===== config.mk =====
export PLATFORM = sky130hd
export DESIGN_NAME = utf8_stream_decoder_unit_flat
export DESIGN_NICKNAME = d
export VERILOG_FILES = /design/src/u8dec_pkg.sv /design/src/u8dec_if.sv /design/src/utf8_stream_decoder_unit.sv /design/src/flat_wrapper.sv
export SDC_FILE = /design/constraint.sdc
export NUM_CORES = 1
export LEC_CHECK = 0
export BUFFER_PORTS_ARGS = -buffer_cell sky130_fd_sc_hd__buf_2
export CAP_MARGIN = 0
export CORE_MARGIN = 3
export CORE_UTILIZATION = 25
export DETAILED_ROUTE_END_ITERATION = 8
export PLACE_DENSITY = 0.46
export REMOVE_ABC_BUFFERS = 1
export SLEW_MARGIN = 40
export SYNTH_ARGS = -nofsm -noshare
export SYNTH_HDL_FRONTEND = slang
export SYNTH_SLANG_ARGS = --single-unit

===== constraint.sdc =====
create_clock -name i_clk -period 6.99 [get_ports i_clk]
set_input_delay 1.0485 -clock i_clk [delete_from_list [all_inputs] [get_ports i_clk]]
set_output_delay 1.0485 -clock i_clk [all_outputs]
set_load 0.02 [all_outputs]

===== src/u8dec_pkg.sv =====
// u8dec_pkg: shared widths, header masks and result status codes for the
// UTF-8 stream decoder. No dependencies.
`default_nettype none

package u8dec_pkg;

    localparam int unsigned BYTE_W = 8;
    localparam int unsigned CP_W   = 21;
    localparam int unsigned LEN_W  = 3;
    localparam int unsigned PEND_W = 2;

    localparam logic [BYTE_W-1:0] LEAD2_MASK = 8'h1F;
    localparam logic [BYTE_W-1:0] LEAD3_MASK = 8'h0F;
    localparam logic [BYTE_W-1:0] LEAD4_MASK = 8'h07;
    localparam logic [BYTE_W-1:0] CONT_MASK  = 8'h3F;

    localparam logic [LEN_W-1:0] LEN_NONE = 3'd0;
    localparam logic [LEN_W-1:0] LEN_ONE  = 3'd1;
    localparam logic [LEN_W-1:0] LEN_TWO  = 3'd2;
    localparam logic [LEN_W-1:0] LEN_THR  = 3'd3;
    localparam logic [LEN_W-1:0] LEN_FOUR = 3'd4;

    typedef enum logic [1:0] {
        ST_OK       = 2'd0,
        ST_BAD_LEAD = 2'd1,
        ST_NO_CONT  = 2'd2
    } t_status;

endpackage

`default_nettype wire


===== src/u8dec_if.sv =====
// u8dec_byte_if / u8dec_char_if: valid/ready channels carrying raw bytes in
// and decoded characters out. Depends on u8dec_pkg.
`default_nettype none

interface u8dec_byte_if;
    logic                          valid;
    logic                          ready;
    logic [u8dec_pkg::BYTE_W-1:0]  in_byte;

    modport source (output valid, output in_byte, input ready);
    modport sink   (input valid, input in_byte, output ready);
endinterface

interface u8dec_char_if;
    logic                          valid;
    logic                          ready;
    logic [u8dec_pkg::CP_W-1:0]    code_point;
    logic [u8dec_pkg::LEN_W-1:0]   seq_bytes;
    u8dec_pkg::t_status            status;

    modport source (output valid, output code_point, output seq_bytes, output status,
                    input ready);
    modport sink   (input valid, input code_point, input seq_bytes, input status,
                    output ready);
endinterface

`default_nettype wire


===== src/utf8_stream_decoder_unit.sv =====
// utf8_stream_decoder_unit: top level, byte register, sequence state, decode
// logic and result register. Depends on u8dec_pkg and u8dec_if.sv.
//
//   channel   dir  interface        payload
//   i_byte    in   u8dec_byte_if    in_byte
//   o_char    out  u8dec_char_if    code_point, seq_bytes, status
//
// One byte per clock sustained while the output is not stalled. Each byte
// goes from the byte register into the sequence state or the result register,
// which drives output valid; the sequence state update loops on itself.
// Synchronous active-low reset empties both registers and closes any sequence.
// A stalled output holds its result; the byte register still takes one more
// byte, and input ready drops only when both stages are full.
`default_nettype none

module utf8_stream_decoder_unit (
    input  wire logic         i_clk,
    input  wire logic         i_rst_n,
    u8dec_byte_if.sink        i_byte,
    u8dec_char_if.source      o_char
);

    logic                          r_in_valid;
    logic [u8dec_pkg::BYTE_W-1:0]  r_in_byte;

    logic [u8dec_pkg::PEND_W-1:0]  r_pending, n_pending;
    logic [u8dec_pkg::CP_W-1:0]    r_partial, n_partial;
    logic [u8dec_pkg::LEN_W-1:0]   r_seq_len, n_seq_len;

    logic                          r_out_valid;
    logic [u8dec_pkg::CP_W-1:0]    r_cp, n_cp;
    logic [u8dec_pkg::LEN_W-1:0]   r_len, n_len;
    u8dec_pkg::t_status            r_st, n_st;
    logic                          n_emit;

    logic                          advance;
    logic [u8dec_pkg::CP_W-1:0]    shifted;

    assign advance      = !r_out_valid || o_char.ready;
    assign i_byte.ready = !r_in_valid || advance;

    assign shifted = {r_partial[u8dec_pkg::CP_W-7:0],
                      r_in_byte[5:0] & u8dec_pkg::CONT_MASK[5:0]};

    always_comb begin
        n_pending = r_pending;
        n_partial = r_partial;
        n_seq_len = r_seq_len;
        n_emit    = 1'b0;
        n_cp      = '0;
        n_len     = u8dec_pkg::LEN_NONE;
        n_st      = u8dec_pkg::ST_OK;
        if (r_pending == '0) begin
            unique case (r_in_byte) inside
                8'b0???????: begin
                    n_emit = 1'b1;
                    n_cp   = {{(u8dec_pkg::CP_W-u8dec_pkg::BYTE_W){1'b0}}, r_in_byte};
                    n_len  = u8dec_pkg::LEN_ONE;
                end
                8'b110?????: begin
                    n_partial = {{(u8dec_pkg::CP_W-u8dec_pkg::BYTE_W){1'b0}},
                                 r_in_byte & u8dec_pkg::LEAD2_MASK};
                    n_pending = 2'd1;
                    n_seq_len = u8dec_pkg::LEN_TWO;
                end
                8'b1110????: begin
                    n_partial = {{(u8dec_pkg::CP_W-u8dec_pkg::BYTE_W){1'b0}},
                                 r_in_byte & u8dec_pkg::LEAD3_MASK};
                    n_pending = 2'd2;
                    n_seq_len = u8dec_pkg::LEN_THR;
                end
                8'b11110???: begin
                    n_partial = {{(u8dec_pkg::CP_W-u8dec_pkg::BYTE_W){1'b0}},
                                 r_in_byte & u8dec_pkg::LEAD4_MASK};
                    n_pending = 2'd3;
                    n_seq_len = u8dec_pkg::LEN_FOUR;
                end
                default: begin
                    n_emit    = 1'b1;
                    n_st      = u8dec_pkg::ST_BAD_LEAD;
                    n_pending = '0;
                    n_partial = '0;
                    n_seq_len = u8dec_pkg::LEN_NONE;
                end
            endcase
        end else if (r_in_byte[7:6] != 2'b10) begin
            n_emit    = 1'b1;
            n_st      = u8dec_pkg::ST_NO_CONT;
            n_pending = '0;
            n_partial = '0;
            n_seq_len = u8dec_pkg::LEN_NONE;
        end else if (r_pending == 2'd1) begin
            n_emit    = 1'b1;
            n_cp      = shifted;
            n_len     = r_seq_len;
            n_pending = '0;
            n_partial = '0;
            n_seq_len = u8dec_pkg::LEN_NONE;
        end else begin
            n_partial = shifted;
            n_pending = r_pending - 2'd1;
        end
    end

    always_ff @(posedge i_clk) begin
        if (!i_rst_n) begin
            r_in_valid  <= 1'b0;
            r_out_valid <= 1'b0;
            r_pending   <= '0;
            r_partial   <= '0;
            r_seq_len   <= u8dec_pkg::LEN_NONE;
        end else begin
            if (i_byte.valid && i_byte.ready) begin
                r_in_valid <= 1'b1;
            end else if (advance) begin
                r_in_valid <= 1'b0;
            end
            if (advance) begin
                r_out_valid <= r_in_valid && n_emit;
                if (r_in_valid) begin
                    r_pending <= n_pending;
                    r_partial <= n_partial;
                    r_seq_len <= n_seq_len;
                end
            end
        end
    end

    always_ff @(posedge i_clk) begin
        if (i_byte.valid && i_byte.ready) begin
            r_in_byte <= i_byte.in_byte;
        end
        if (advance && r_in_valid && n_emit) begin
            r_cp  <= n_cp;
            r_len <= n_len;
            r_st  <= n_st;
        end
    end

    assign o_char.valid      = r_out_valid;
    assign o_char.code_point = r_cp;
    assign o_char.seq_bytes  = r_len;
    assign o_char.status     = r_st;

    // closed sequence leaves no residue
    a_closed_clean: assert property (@(posedge i_clk) disable iff (!i_rst_n)
        (r_pending == '0) |-> (r_partial == '0 && r_seq_len == u8dec_pkg::LEN_NONE))
        else $error("sequence state not cleared");

    // open sequence length exceeds pending count and is at most four
    a_open_len: assert property (@(posedge i_clk) disable iff (!i_rst_n)
        (r_pending != '0) |-> ({1'b0, r_pending} < r_seq_len
                               && r_seq_len <= u8dec_pkg::LEN_FOUR))
        else $error("pending count and sequence length disagree");

    // error results carry no character
    a_err_empty: assert property (@(posedge i_clk) disable iff (!i_rst_n)
        (r_out_valid && r_st != u8dec_pkg::ST_OK) |-> (r_cp == '0
                                                      && r_len == u8dec_pkg::LEN_NONE))
        else $error("error result carries data");

    // good results have a real length; single-byte ones are ASCII
    a_ok_len: assert property (@(posedge i_clk) disable iff (!i_rst_n)
        (r_out_valid && r_st == u8dec_pkg::ST_OK) |-> (r_len != u8dec_pkg::LEN_NONE
            && (r_len != u8dec_pkg::LEN_ONE || r_cp[u8dec_pkg::CP_W-1:7] == '0)))
        else $error("bad length on good result");

    // a transfer into a full byte register only when it drains the same cycle
    a_in_drain: assert property (@(posedge i_clk) disable iff (!i_rst_n)
        (i_byte.valid && i_byte.ready && r_in_valid) |-> advance)
        else $error("byte register overwritten");

endmodule

`default_nettype wire

===== src/flat_wrapper.sv =====
// flat-port wrapper written by rule: the top's interface ports become plain ports
module utf8_stream_decoder_unit_flat 
  (i_clk, i_rst_n, i_byte_valid, i_byte_in_byte, i_byte_ready, o_char_valid, o_char_code_point, o_char_seq_bytes, o_char_status, o_char_ready);
  u8dec_byte_if i_byte_i ();
  u8dec_char_if o_char_i ();
  input  wire logic i_clk;
  input  wire logic i_rst_n;
  input wire logic [$bits(i_byte_i.valid)-1:0] i_byte_valid;
  input wire logic [$bits(i_byte_i.in_byte)-1:0] i_byte_in_byte;
  output wire logic [$bits(i_byte_i.ready)-1:0] i_byte_ready;
  output wire logic [$bits(o_char_i.valid)-1:0] o_char_valid;
  output wire logic [$bits(o_char_i.code_point)-1:0] o_char_code_point;
  output wire logic [$bits(o_char_i.seq_bytes)-1:0] o_char_seq_bytes;
  output wire logic [$bits(o_char_i.status)-1:0] o_char_status;
  input wire logic [$bits(o_char_i.ready)-1:0] o_char_ready;
  assign i_byte_i.valid = i_byte_valid;
  assign i_byte_i.in_byte = i_byte_in_byte;
  assign i_byte_ready = i_byte_i.ready;
  assign o_char_valid = o_char_i.valid;
  assign o_char_code_point = o_char_i.code_point;
  assign o_char_seq_bytes = o_char_i.seq_bytes;
  assign o_char_status = o_char_i.status;
  assign o_char_i.ready = o_char_ready;
  utf8_stream_decoder_unit u_core (.i_clk(i_clk), .i_rst_n(i_rst_n), .i_byte(i_byte_i), .o_char(o_char_i));
endmodule

==> flow_metrics.env, run 1 <==
export IMPL_drt_met1_wl_microns=2390
export IMPL_cp_arrival_ns=1.55
export IMPL_routed_wl_microns=4590
export IMPL_whs_ns=0.467
export IMPL_syn_to_final_growth_pct=16.2
export IMPL_path_clk_slew_ns=0.09
export IMPL_fin_crit_ns=2.60
export IMPL_cp_slowest_cell="buf_2"
export IMPL_worstPathMaxFanout=2
export IMPL_numCtsBuffers=5
export IMPL_design_area_sq_um=2670
export IMPL_slew_violations=0
export IMPL_n_fill_cell=899
export IMPL_ctsHtreeMaxLevel=2
export IMPL_cap_viol_max_count=0
export IMPL_ys_seq_area_share_pct=63.7
export IMPL_core_area_sq_um=8810
export IMPL_hold_start="u_core.r_seq_len[1]$_SDFFE_PN0P_"
export IMPL_slew_headroom_pct=60.7
export IMPL_drcViolationCount=0
export IMPL_io_buffer_count=39
export IMPL_fmax_mhz=385
export IMPL_ctsHoldBuffers=0
export IMPL_dp_cells=325
export IMPL_r2r_end="u_core.o_char.code_point[8]$_SDFFCE_PP0P_"
export IMPL_syn_area_sq_um=2290
export IMPL_critPathCaptureType="output pin"
export IMPL_final_nets=238
export IMPL_yosys_warnings=0
export IMPL_hold_violations=0
export IMPL_critPathRequiredTime_ns=5.94
export IMPL_viasPerCell=4.55
export IMPL_clock_skew_ns=0.0105
export IMPL_grt_pass1_vias=1416
export IMPL_clock_path_buffers=2
export IMPL_gr_total_overflow=0
export IMPL_die_x_microns=102
export IMPL_drt_iter0_drc=110
export IMPL_layout_common_cells="buf_2, edfxtp_1, nand2_1"
export IMPL_postCtsResizedCells=0
export IMPL_finalCritPeriodShare_pct=37.2
export IMPL_antenna_left=0
export IMPL_crit_reg2reg_launch="u_core.r_pending[0]$_SDFFE_PN0P_"
export IMPL_path_cells="buf_2 > nor2b_1 > nand2_1 > buf_2"
export IMPL_grt_use_total_pct=9.23
export IMPL_cts_sinks=56
export IMPL_cts_tree="built"
export IMPL_floorplan_initialDensity_pct=26.1
export IMPL_top_layer="met4"
export IMPL_holdPathEnd="u_core.r_seq_len[1]$_SDFFE_PN0P_"
export IMPL_syn_area_per_cell_sq_um=12.1
export IMPL_grt_pass1_wl_microns=7380
export IMPL_cts_root_buf="clkbuf_8"
export IMPL_reg2reg_slack_ns=4.60
export IMPL_tightestPinTransition_ns=0.589
export IMPL_crit_buf_inv=2
export IMPL_status="completed"
export IMPL_synth_distinct_cells=34
export IMPL_path_class="in2out"
export IMPL_drt_pass1_iter_count=4
export IMPL_instances_no_fill=333
export IMPL_dpl_cell_area_sq_um=2580
export IMPL_power_density_nw_per_um2=229
export IMPL_cp_slowest_stage_delay_ns=0.19
export IMPL_layout_commonest_cell="buf_2"
export IMPL_fin_setup_tns_ns=0
export IMPL_postCtsSetupBuffers=0
export IMPL_power_leakage_uw=0.00101
export IMPL_routabilityCongestion=0.804
export IMPL_wl_met3_microns=258
export IMPL_crit_top_cell="buf_2"
export IMPL_vdd_drop_max_uv=103
export IMPL_rr_worst_depth=6
export IMPL_fp_dieArea_sq_um=10400
export IMPL_place_hpwl_microns=3210
export IMPL_antenna_found_initial=0
export IMPL_wl_per_cell_microns=13.8
export IMPL_die_y_microns=102
export IMPL_grt_start_max_net_pins=28
export IMPL_rsz0062_at_grt="false"
export IMPL_syn_inst=190
export IMPL_p_total_uw=612
export IMPL_synth_seq_cells=56
export IMPL_register_area_sq_um=1460
export IMPL_critPathTopFamily="buffers and inverters"
export IMPL_hold_path_depth=2
export IMPL_vias=1514
export IMPL_met2_length_microns=1920
export IMPL_hp_class="reg2reg"
export IMPL_drive_gt1_share_pct=24.4
export IMPL_placementRows=34
export IMPL_clk_latency_ns=0.31
export IMPL_diodes=0
export IMPL_setup_viol=0
export IMPL_num_io_pins=40
export IMPL_multi_input_area_sq_um=746
export IMPL_cp_start_kind="primary input"
## power by group
part           internal, uW  leakage (uW)  switching (uW)
Sequential              364      0.000498            8.36
Clock                  71.6     0.0000414             106
Combinational          19.8      0.000470            41.3
Total                   455       0.00101             156
## area by class of cell
class	count	area share [%]
flip-flops and latches	56	54.8
multi-input cells	114	28.0
repair buffers	41	8.02
well taps	108	5.07
clock buffers	6	2.72
inverters	6	0.844
clock inverters	2	0.610
## flip-flops by register name (all words and copies together) (netlist names)
| name | flops |
|---|---|
| u_core.o_char.code_point | 21 |
| u_core.r_partial | 15 |
| u_core.r_in_byte | 8 |
| u_core.o_char.seq_bytes | 3 |
| u_core.r_seq_len | 3 |
| u_core.o_char.status | 2 |
| u_core.r_pending | 2 |
| u_core.o_char.valid | 1 |
| u_core.r_in_valid | 1 |
## worst min-delay path, stage by stage (launching register included)
cell     delay, ns
dfxtp_1       0.32
nand2_1       0.05
mux2i_1       0.05
## Yosys cell counts (all sizes together)
library cell  number  area share [%]
nor4bb             1            0.44
and4b              1            0.44
and3b              1            0.38
o22ai             10             2.7
a31oi              6             1.6
o21ai              4            0.87
o2111ai            1            0.65
nand3              3            0.65
buf                9             2.8
nor4b              2             1.4
nor2               3            0.49
and4               1            0.38
mux2i              3             1.3
nand2             30             4.9
and2              18             4.9
a311oi             2            0.76
edfxtp            34              44
a21oi              5             1.1
dfxtp             22              19
clkbuf             5            0.82
ha                 2             1.1
or3                1            0.27
a211o              1            0.38
a32o               2            0.87
nand2b             2            0.55
o32ai              1            0.71
a41o               3             1.3
and3               2            0.76
nor2b              8             2.2
nand4              1            0.55
inv                6            0.98
## how the worst max path moves through the flow
| stage | slack (ns) | depth (start not counted) | from | to |
|---|---|---|---|---|
| after global placement | 4.40 | 4 | o_char_ready | i_byte_ready |
| after detailed placement | 4.37 | 5 | o_char_ready | u_core.o_char.code_point[20]$_SDFFCE_PP0P_ |
| final | 4.39 | 4 | o_char_ready | i_byte_ready |
| after floorplan | 4.01 | 3 | o_char_ready | u_core.o_char.code_point[0]$_DFFE_PP_ |
| after global routing | 4.32 | 4 | o_char_ready | i_byte_ready |
| after CTS | 4.39 | 4 | o_char_ready | i_byte_ready |
## cells by family (layout without fill, tap and decap cells)
logic type | count (synthesis) | after routing | synth area share [%]
buffers and inverters | 20 | 55 | 4.58
AOI/OAI and AO/OA | 35 | 35 | 11.0
muxes | 3 | 3 | 1.31
adders and majority gates | 2 | 2 | 1.09
DFF | 56 | 56 | 63.7
and+or+nand+nor | 74 | 74 | 18.3
## metrics by stage
| step | utilization, % | worst slack (ns) |
|---|---|---|
| floorplan | - | 4.01 |
| global placement | 29.2 | 4.40 |
| detailed placement | 29.3 | 4.37 |
| CTS | 30.3 | 4.39 |
| global route | 30.3 | 4.32 |
| finish | 30.3 | 4.39 |
## layer usage
layer / global-route usage (%) / vias up
met5: 0 / -
met4: 3.27 / 0
met3: 2.41 / 5
met2: 13.4 / 40
met1: 13.3 / 713
li1: - / 756
Note: power is estimated with default switching activity, not from simulation.
==> run 2, diff against run 1 <==
--- a/config.mk
+++ b/config.mk
@@ -10,7 +10,7 @@
 export CORE_MARGIN = 3
 export CORE_UTILIZATION = 25
 export DETAILED_ROUTE_END_ITERATION = 8
-export PLACE_DENSITY = 0.46
+export PLACE_DENSITY = 0.47
 export REMOVE_ABC_BUFFERS = 1
 export SLEW_MARGIN = 40
 export SYNTH_ARGS = -nofsm -noshare
==> constraint.sdc (replaced) <==
create_clock -name i_clk -period 2.2 [get_ports i_clk]
set_input_delay 0.33 -clock i_clk [delete_from_list [all_inputs] [get_ports i_clk]]
set_output_delay 0.33 -clock i_clk [all_outputs]
set_load 0.02 [all_outputs]
==> run 2 against run 1 <==
Compared with the run above:
- non-clock buffer count grew 8
- register-to-register slack got worse by 4.3 ns
- clock power increased to 3.8 times the previous value
- total power increased to 3.4 times the previous value
- sequential cell count did not move
- count of clock-buffer cells in the layout did not move
- largest power group unchanged
- highest routed layer unchanged
==> flow_metrics.env, run 2 (synthesis results as in run 1) <==
export IMPL_finalCritPeriodShare_pct=88.1
export IMPL_dp_cells=333
export IMPL_layout_commonest_cell="buf_2"
export IMPL_multi_input_area_sq_um=737
export IMPL_reg2reg_slack_ns=0.26
export IMPL_critPathRequiredTime_ns=2.27
export IMPL_clock_skew_ns=0.00985
export IMPL_rr_worst_depth=7
export IMPL_instances_no_fill=341
export IMPL_cap_viol_max_count=0
export IMPL_final_nets=246
export IMPL_ctsHtreeMaxLevel=2
export IMPL_routed_wl_microns=4690
export IMPL_drive_gt1_share_pct=27.0
export IMPL_placementRows=34
export IMPL_gr_total_overflow=0
export IMPL_place_hpwl_microns=3290
export IMPL_path_clk_slew_ns=0.10
export IMPL_core_area_sq_um=8810
export IMPL_rsz0062_at_grt="false"
export IMPL_worstPathMaxFanout=23
export IMPL_num_io_pins=40
export IMPL_status="completed"
export IMPL_cp_start_kind="flip-flop"
export IMPL_clock_path_buffers=2
export IMPL_postCtsResizedCells=0
export IMPL_wl_per_cell_microns=13.7
export IMPL_critPathCaptureType="flip-flop"
export IMPL_drt_pass1_iter_count=4
export IMPL_r2r_end="u_core.o_char.code_point[20]$_SDFFCE_PP0P_"
export IMPL_grt_pass1_wl_microns=7660
export IMPL_hp_class="in2reg"
export IMPL_register_area_sq_um=1460
export IMPL_whs_ns=0.182
export IMPL_cp_slowest_cell="dfxtp_1"
export IMPL_drt_iter0_drc=70
export IMPL_n_fill_cell=904
export IMPL_path_cells="inv_1 > ha_1 > buf_4 > nor4b_4 > a211o_1 > nor2_2 > buf_12"
export IMPL_viasPerCell=4.50
export IMPL_io_buffer_count=39
export IMPL_hold_violations=0
export IMPL_postCtsSetupBuffers=0
export IMPL_slew_violations=0
export IMPL_crit_reg2reg_launch="u_core.r_pending[0]$_SDFFE_PN0P_"
export IMPL_vdd_drop_max_uv=286
export IMPL_hold_start="i_byte_in_byte[1]"
export IMPL_cts_tree="built"
export IMPL_die_x_microns=102
export IMPL_holdPathEnd="u_core.r_in_byte[1]$_DFFE_PP_"
export IMPL_cts_sinks=56
export IMPL_ctsHoldBuffers=0
export IMPL_path_class="reg2reg"
export IMPL_grt_start_max_net_pins=28
export IMPL_fin_crit_ns=1.94
export IMPL_grt_use_total_pct=9.55
export IMPL_layout_common_cells="buf_2, edfxtp_1, nand2_1"
export IMPL_floorplan_initialDensity_pct=26.1
export IMPL_setup_viol=0
export IMPL_diodes=0
export IMPL_power_leakage_uw=0.00106
export IMPL_cp_slowest_stage_delay_ns=0.37
export IMPL_tightestPinTransition_ns=0.479
export IMPL_routabilityCongestion=0.830
export IMPL_antenna_left=0
export IMPL_hold_path_depth=1
export IMPL_die_y_microns=102
export IMPL_antenna_found_initial=0
export IMPL_power_density_nw_per_um2=755
export IMPL_vias=1535
export IMPL_fmax_mhz=516
export IMPL_cts_root_buf="clkbuf_8"
export IMPL_largest_reg_flops=21
export IMPL_slew_headroom_pct=68.1
export IMPL_drcViolationCount=0
export IMPL_cp_arrival_ns=2.01
export IMPL_grt_pass1_vias=1498
export IMPL_clk_latency_ns=0.31
export IMPL_fp_dieArea_sq_um=10400
export IMPL_numCtsBuffers=5
export IMPL_syn_to_final_growth_pct=19.8
## run 2: critical path, delay by kind of cell, from the launching register on
kind	cells	cell delay (ns)
buffers and inverters	3	0.42
AND/OR/NAND/NOR	2	0.42
flip-flops	1	0.37
AO/OA/AOI/OAI	1	0.26
adder cells (fa/ha/maj)	1	0.23
## run 2: through the flow
stage | TNS, ns | total power (uW) | util [%] | setup slack (ns) | cell area (sq um)
CTS | 0 | 2110 | 31.2 | 0.251 | 2750
floorplan | -16.21 | 1320 | - | -0.592 | 2210
global route | 0 | 2170 | 31.2 | 0.133 | 2750
finish | 0 | 2080 | 31.2 | 0.261 | 2750
global placement | 0 | 1420 | 30.0 | 0.321 | 2640
detailed placement | 0 | 1420 | 30.0 | 0.292 | 2640
## run 2: how the worst max path moves through the flow
| stage | start | to | slack (ns) | cells after the start |
|---|---|---|---|---|
| after global routing | u_core.r_pending[0]$_SDFFE_PN0P_ | u_core.o_char.code_point[16]$_SDFFCE_PP0P_ | 0.13 | 7 |
| after global placement | u_core.r_pending[0]$_SDFFE_PN0P_ | u_core.o_char.code_point[20]$_SDFFCE_PP0P_ | 0.32 | 6 |
| after detailed placement | u_core.r_pending[0]$_SDFFE_PN0P_ | u_core.o_char.code_point[13]$_SDFFCE_PP0P_ | 0.29 | 7 |
| after floorplan | u_core.r_pending[0]$_SDFFE_PN0P_ | u_core.o_char.code_point[0]$_DFFE_PP_ | -0.59 | 5 |
| after CTS | u_core.r_pending[0]$_SDFFE_PN0P_ | u_core.o_char.code_point[16]$_SDFFCE_PP0P_ | 0.25 | 7 |
| final | u_core.r_pending[0]$_SDFFE_PN0P_ | u_core.o_char.code_point[20]$_SDFFCE_PP0P_ | 0.26 | 7 |
## run 2: cell type report
type | instances | share of cell area [%]
Clock inverter | 2 | 1.41
Clock buffer | 6 | 2.64
Timing Repair Buffer | 49 | 10.3
Sequential cell | 56 | 53.1
Tap cell | 108 | 4.91
Multi-Input combinational cell | 114 | 26.8
Inverter | 6 | 0.819
## run 2: where the power goes
| group | switching (uW) | internal, uW | leakage (uW) |
|---|---|---|---|
| Sequential | 23.8 | 1160 | 0.000498 |
| Clock | 337 | 344 | 0.0000558 |
| Combinational | 136 | 77.2 | 0.000501 |
| Total | 497 | 1580 | 0.00106 |
## run 2: layer usage
layer | up-vias | global-route usage, % | wire (microns)
li1 | 766 | - | -
met1 | 711 | 13.2 | 2230
met2 | 54 | 14.6 | 2110
met3 | 4 | 2.07 | 305
met4 | 0 | 3.68 | 34
met5 | - | 0 | 0
